`config.mk`:
```
export PLATFORM = sky130hd
export DESIGN_NAME = mpoc_ctrl
export DESIGN_NICKNAME = d
export VERILOG_FILES = /design/src/design/mpoc_pkg.sv /design/src/design/mpoc_ctrl.sv
export SDC_FILE = /design/constraint.sdc
export NUM_CORES = 1
export LEC_CHECK = 0
export ABC_AREA = 1
export BUFFER_PORTS_ARGS = -buffer_cell sky130_fd_sc_hd__buf_2
export CORE_MARGIN = 5
export CORE_UTILIZATION = 35
export CTS_BUF_LIST = sky130_fd_sc_hd__clkbuf_8
export CTS_CLUSTER_DIAMETER = 50
export DETAILED_ROUTE_END_ITERATION = 8
export PLACE_DENSITY = 0.64
export SLEW_MARGIN = 10
export SYNTH_ARGS = -nofsm -noshare
export SYNTH_HDL_FRONTEND = slang
export SYNTH_SLANG_ARGS = --single-unit
```
`constraint.sdc`:
```
create_clock -name clk -period 3.7 [get_ports clk]
set_input_delay 0.555 -clock clk [delete_from_list [all_inputs] [get_ports clk]]
set_output_delay 0.555 -clock clk [all_outputs]
set_load 0.02 [all_outputs]
```
`src/design/mpoc_pkg.sv`:
```
package mpoc_pkg;

  localparam int BYTE_W  = 8;
  localparam int ALPHA   = 256;
  localparam int KIND_W  = 3;
  localparam int STAT_W  = 2;
  localparam int IDX_W   = 4;
  localparam int OCC_W   = 32;
  localparam int SCORE_W = 36;
  localparam logic [SCORE_W-1:0] SCORE_MAX = {SCORE_W{1'b1}};

  localparam logic [KIND_W-1:0] K_LOAD  = 3'd0;
  localparam logic [KIND_W-1:0] K_BUILD = 3'd1;
  localparam logic [KIND_W-1:0] K_TEXT  = 3'd2;
  localparam logic [KIND_W-1:0] K_EOD   = 3'd3;
  localparam logic [KIND_W-1:0] K_CLEAR = 3'd4;

  localparam logic [STAT_W-1:0] ST_OK        = 2'd0;
  localparam logic [STAT_W-1:0] ST_OVF       = 2'd1;
  localparam logic [STAT_W-1:0] ST_NOT_BUILT = 2'd2;

  localparam logic REG_FOLD_CASE = 1'b0;
  localparam logic REG_SKIP_HIGH = 1'b1;

  // controller states, also the datapath command codes
  localparam int OP_W = 5;
  localparam logic [OP_W-1:0] S_CLEAR  = 5'd0;
  localparam logic [OP_W-1:0] S_IDLE   = 5'd1;
  localparam logic [OP_W-1:0] S_LD_RD  = 5'd2;
  localparam logic [OP_W-1:0] S_LD_EV  = 5'd3;
  localparam logic [OP_W-1:0] S_LD_MR  = 5'd4;
  localparam logic [OP_W-1:0] S_LD_MW  = 5'd5;
  localparam logic [OP_W-1:0] S_TX_RD  = 5'd6;
  localparam logic [OP_W-1:0] S_TX_MR  = 5'd7;
  localparam logic [OP_W-1:0] S_TX_CNT = 5'd8;
  localparam logic [OP_W-1:0] S_B_R0   = 5'd9;
  localparam logic [OP_W-1:0] S_B_R1   = 5'd10;
  localparam logic [OP_W-1:0] S_B_DEQ  = 5'd11;
  localparam logic [OP_W-1:0] S_B_S    = 5'd12;
  localparam logic [OP_W-1:0] S_B_F    = 5'd13;
  localparam logic [OP_W-1:0] S_B_C0   = 5'd14;
  localparam logic [OP_W-1:0] S_B_C1   = 5'd15;
  localparam logic [OP_W-1:0] S_B_C2   = 5'd16;
  localparam logic [OP_W-1:0] S_E_ACC  = 5'd17;
  localparam logic [OP_W-1:0] S_E_EMIT = 5'd18;

  typedef struct packed {
    logic [OP_W-1:0] op;
    logic            accept;
  } mpoc_cmd_t;

  typedef struct packed {
    logic built;
    logic tx_skip;
    logic ld_mark;
    logic t_nz;
    logic c_last;
    logic q_empty;
    logic acc_done;
    logic emit_last;
    logic out_free;
    logic clr_done;
  } mpoc_stat_t;

  function automatic logic [BYTE_W-1:0] fold_byte(input logic [BYTE_W-1:0] b,
                                                  input logic en);
    logic [BYTE_W-1:0] r;
    r = b;
    if (en && b >= 8'd65 && b <= 8'd90) r = b + 8'd32;
    return r;
  endfunction

endpackage

```
`src/design/mpoc_ctrl.sv`:
```
module mpoc_ctrl (
  input  logic                        clk,
  input  logic                        rst_n,
  input  logic                        in_valid,
  input  logic [mpoc_pkg::KIND_W-1:0] in_kind,
  output logic                        in_stall,
  input  mpoc_pkg::mpoc_stat_t        stat,
  output mpoc_pkg::mpoc_cmd_t         cmd
);
  import mpoc_pkg::*;

  logic [OP_W-1:0] state_r, state_nxt;

  always_comb begin
    state_nxt = state_r;
    unique case (state_r)
      S_CLEAR:  if (stat.clr_done) state_nxt = S_IDLE;
      S_IDLE: begin
        if (in_valid) begin
          case (in_kind)
            K_LOAD:  state_nxt = stat.built ? S_IDLE : S_LD_RD;
            K_BUILD: state_nxt = stat.built ? S_IDLE : S_B_R0;
            K_TEXT:  state_nxt = (!stat.built || stat.tx_skip) ? S_IDLE : S_TX_RD;
            K_EOD:   state_nxt = S_E_ACC;
            K_CLEAR: state_nxt = S_CLEAR;
            default: state_nxt = S_IDLE;
          endcase
        end
      end
      S_LD_RD:  state_nxt = S_LD_EV;
      S_LD_EV:  state_nxt = stat.ld_mark ? S_LD_MR : S_IDLE;
      S_LD_MR:  state_nxt = S_LD_MW;
      S_LD_MW:  state_nxt = S_IDLE;
      S_TX_RD:  state_nxt = S_TX_MR;
      S_TX_MR:  state_nxt = S_TX_CNT;
      S_TX_CNT: state_nxt = S_IDLE;
      S_B_R0:   state_nxt = S_B_R1;
      S_B_R1:   state_nxt = stat.c_last ? S_B_DEQ : S_B_R0;
      S_B_DEQ:  state_nxt = stat.q_empty ? S_IDLE : S_B_S;
      S_B_S:    state_nxt = S_B_F;
      S_B_F:    state_nxt = S_B_C0;
      S_B_C0:   state_nxt = S_B_C1;
      S_B_C1: begin
        if (stat.t_nz) state_nxt = S_B_C2;
        else state_nxt = stat.c_last ? S_B_DEQ : S_B_C0;
      end
      S_B_C2:   state_nxt = stat.c_last ? S_B_DEQ : S_B_C0;
      S_E_ACC:  state_nxt = stat.acc_done ? S_E_EMIT : S_E_ACC;
      S_E_EMIT: if (stat.out_free && stat.emit_last) state_nxt = S_IDLE;
      default:  state_nxt = S_CLEAR;
    endcase
  end

  always_ff @(posedge clk) begin
    if (!rst_n) state_r <= S_CLEAR;
    else state_r <= state_nxt;
  end

  assign in_stall   = (state_r != S_IDLE);
  assign cmd.op     = state_r;
  assign cmd.accept = (state_r == S_IDLE) && in_valid;

endmodule

```
After elaboration in Yosys (flattened, before gate mapping)

Index checks and enable logic that the tools add are counted.

Flip-flop bits (word level): 5
Bits of input ports: 16
Output and inout port bits: 7
Word-level logic and storage cells: 49

Equal/unequal tests: 26
Muxes and demuxes: 14
Reduce and logical (&&, ||, !) cells: 8

Operators by type and width:

| cell                                           | count |
|---|---|
| case mux 5 bit (18 select lines)               | 1 |
| == test 5 x 4 -> 1 bit (second input constant) | 8 |
| case mux 5 bit (5 select lines)                | 1 |
| == test 5 x 3 -> 1 bit (second input constant) | 4 |
| two-way mux 5 bit                              | 4 |
| == test 5 bit (second input constant)          | 3 |
| == test 5 x 2 -> 1 bit (second input constant) | 2 |
| two-way mux 3 bit                              | 3 |
| two-way mux 4 bit                              | 2 |
| == test 3 x 2 -> 1 bit (second input constant) | 2 |
| two-way mux 2 bit                              | 3 |
| != test 2 bit (second input constant)          | 3 |
| == test 5 x 1 -> 1 bit (second input constant) | 1 |
| logical NOT 5 bit                              | 1 |
| != test 5 x 1 -> 1 bit (second input constant) | 1 |
| == test 3 x 1 -> 1 bit (second input constant) | 1 |
| == test 3 bit (second input constant)          | 1 |
| logical NOT 3 bit                              | 1 |
| AND reduction 3 bit                            | 1 |
| logical AND 1 bit                              | 2 |
| OR reduction 2 bit                             | 1 |
| logical NOT 1 bit                              | 1 |
| logical OR 1 bit                               | 1 |

Longest topological paths before layout

Depth after elaboration: 6
Gate-level depth with buffers: 10
Depth with buffers taken out: 10

Worst setup path before layout

OpenSTA, ideal clock, no wires.

Path type: reg2out
Start point: register state_r[0]
End point: output port cmd[0] (netlist bit)
Arrival time: 1220 ps
Data required time: 3145 ps
Slack: 1925 ps
Stages on the path, launching flop included: 5
Path buffers: 0
Cells stage by stage: dfxtp_1 inv_1 nor2_4 nand3_4 nor2_1

RTL lines:

| element                | RTL line        | source |
|---|---|---|
| from (decl)            | mpoc_ctrl.sv:12 | `logic [OP_W-1:0] state_r, state_nxt;` |
| from (signal assigned) | mpoc_ctrl.sv:56 | `else state_r <= state_nxt;` |
| to (decl)              | mpoc_ctrl.sv:8  | `output mpoc_pkg::mpoc_cmd_t cmd` |

==> impl_results.md <==
* Reg clk slew, reported paths at 0.03 ns
* Number of global-route vias before repair at 639
* Max Clock Freq at 0.5517 GHz
* Core Box Area at 1708 um^2
* Vias at 752
* FF/Latch Area at 100.1 um^2
* Pint at 0.1558 mW
* Initial antenna violation count at 0
* Drt total wl at 1.711 mm
* Power per standard cell area at 292.4 nW/um^2
* Later-pin clock latency in the skew report at 0.22 ns
* Worst-path maximum fanout at 6
* Final Critical Period at 1.813 ns
* Slew HR at 0.7646
* Placed instance area at 763.2 um^2
* Largest registers: state_r: 5 flops
* Post-Synthesis Net Count at 125
* Die area at 2720 um^2
* Drt first pass iters at 4
* Data arrival, critical path at 1.26 ns
* Mapped Area at 621.8 um^2
* Row cnt at 15
* Area occupied by multi-input gates at 454.2 um^2
* Crit Path Class: reg2out
* LEAKAGE at 0.4229 nW
* Clock Skew at 0.002004 ns
* Synth unique cells at 21
* Largest register FFs at 5
* Post-Layout Cell Count at 160
* Num CTS Buffers at 3
* # placed instances at 156
* Final max-slew violation count at 0
* Status: completed
* Max-cap violation count at 0
* Gr usage total at 0.1260
* Ys Warns at 0
* WHS Path Cells at 4
* Sum Neg Setup Slack at 0 ns
* I/O pin count at 23
* N_diodes at 0
* Net Switching at 0.08058 mW
* Setup Buffers After CTS at 0
* Worst min-delay path class: in2reg
* Most frequent cells in the layout: nand2_1 (23), buf_2 (22), inv_1 (17)
* Combinational share of power at 0.336
* # clock sinks at 5
* CTS Hold Buffers Added at 0
* Post-Synthesis Cells at 109
* Clk pwr share at 0.402
* I/O Buffers at 22
* Total gr overflow at 0
* Layout Nets at 152
* PostCTS Resize Cnt at 0
* Slowest stage delay, CP at 0.40 ns
* Critical path's slowest cell: dfxtp_1
* Worst vdd ir at 0.0001946 V
* Layout cells sized above 1 at 0.2963
* Die width at 52.15 um
* Die height at 52.15 um
* Final period utilization at 0.4899
* Post-DP HPWL at 1.471 mm
* Critical Path Stages at 5
* # fillers at 185
* Final Wtd Congestion at 0.8556
* Top reg by flops: state_r
* Post-route cell area at 808.3 um^2
* Setup crit end kind: output pin
* Switching Share at 0.3409
* Least-Margin Pin Slew at 0.3518 ns
* R2r worst-path depth at 6
* Avg WL per Cell at 10.69 um
* Register share of total power at 0.262
* WHS at 0.6283 ns
* Final hold vios at 0
* RSZ-0062 raised after global routing: false
* DRC at 0
* Crit-path cells: inv_1 -> nor2_4 -> nand3_4 -> nor2_1 -> buf_2
* Area grow syn2layout at 29.98%
* Largest net degree at the start of global routing at 9
* Final setup fails at 0
* CTS max path bufs at 2
* Starting density of the core at 0.3641
* CP Buf/Inv Count at 2
* Cell chosen for the clock root: clkbuf_8
* Crit path required time at 3.14 ns
* Most common cell after layout, fill and taps aside: nand2_1
* Drt via density at 4.700
* Syn Area/Cell at 5.705 um^2
* CTS tree: built
* CTS H-tree lvls at 1
* Critical Path Start Type: flop
* Iteration-0 DRC Markers at 12
* Post-synthesis sequential area ratio at 0.1610
* First-pass GRT wire length at 2.622 mm
* Top Family by Delay on Critical Path: flip-flops
* Post-route ant nets at 0
* FF+latch count, synth at 5
## final cells by class
class | instances | area share
clock buffers | 3 | 0.05108
clock inverters | 1 | 0.004644
inverters | 18 | 0.08359
multi-input cells | 86 | 0.5619
flip-flops and latches | 5 | 0.1238
well taps | 25 | 0.03870
repair buffers | 22 | 0.1362
## cells by family after synthesis
family	count (synthesis)	share of synthesized area
AND/OR/NAND/NOR	70	0.5634
buffers and inverters	18	0.1087
flip-flops	5	0.1610
AO/OA/AOI/OAI	16	0.1670
## power by group through the flow
stage	Clock [mW]	Sequential (mW)	Combinational (mW)
after global placement	0	0.0626	0.0785
after global routing	0.103	0.0624	0.0877
after detailed placement	0	0.0628	0.0796
final	0.0949	0.0620	0.0795
after CTS	0.0978	0.0620	0.0799
after floorplan	0	0.0658	0.0490
## synthesized netlist by cell type
| library cell | instances | area, um^2 |
|---|---|---|
| nand2_1 | 23 | 86.33 |
| o22ai_2 | 1 | 12.51 |
| and3_1 | 1 | 6.260 |
| o211a_1 | 1 | 10.01 |
| nor2_2 | 2 | 12.51 |
| inv_1 | 16 | 60.06 |
| nand2_2 | 2 | 12.51 |
| nor3_1 | 2 | 10.01 |
| a21oi_1 | 8 | 40.04 |
| inv_2 | 2 | 7.510 |
| nor2_4 | 3 | 33.78 |
| nor2_1 | 16 | 60.06 |
| nand4_1 | 3 | 18.77 |
| o21ai_0 | 3 | 15.01 |
| nand3_4 | 1 | 17.52 |
| o21ai_2 | 2 | 17.52 |
| dfxtp_1 | 5 | 100.1 |
| nand3_1 | 15 | 75.07 |
| a21oi_2 | 1 | 8.760 |
| nand3_2 | 1 | 10.01 |
| nand3b_1 | 1 | 7.510 |
## routing by layer
layer | vias to the layer above | GRT usage | part of all wire
met5 | - | 0 | 0
met4 | 0 | 0.05106 | 0.0035
met3 | 2 | 0.01719 | 0.049
met2 | 12 | 0.2071 | 0.50
met1 | 325 | 0.1638 | 0.45
li1 | 413 | - | -
## stage by stage
step	util	power, mW	setup slack [ns]
floorplan	-	0.1149	1.925
global placement	0.4469	0.1411	2.169
detailed placement	0.4469	0.1424	2.103
CTS	0.4733	0.2397	1.865
global route	0.4733	0.2531	1.794
finish	0.4733	0.2364	1.887
## final timing paths
| kind | start | slack [ns] | end |
|---|---|---|---|
| worst min register to register | state_r[0] | 0.82 | state_r[0] |
| worst min-delay path | in_valid | 0.63 | state_r[0] |
| worst max register to register | state_r[1] | 2.27 | state_r[0] |
| worst max-delay path | state_r[0] | 1.89 | cmd[0] |
## worst reg2reg max path, delay by kind of cell, from the launching register on
kind	cells	cell delay [ns]
flip-flops	1	0.39
AND/OR/NAND/NOR	5	0.88
AO/OA/AOI/OAI	1	0.11
(Power assumes the default switching activity.)
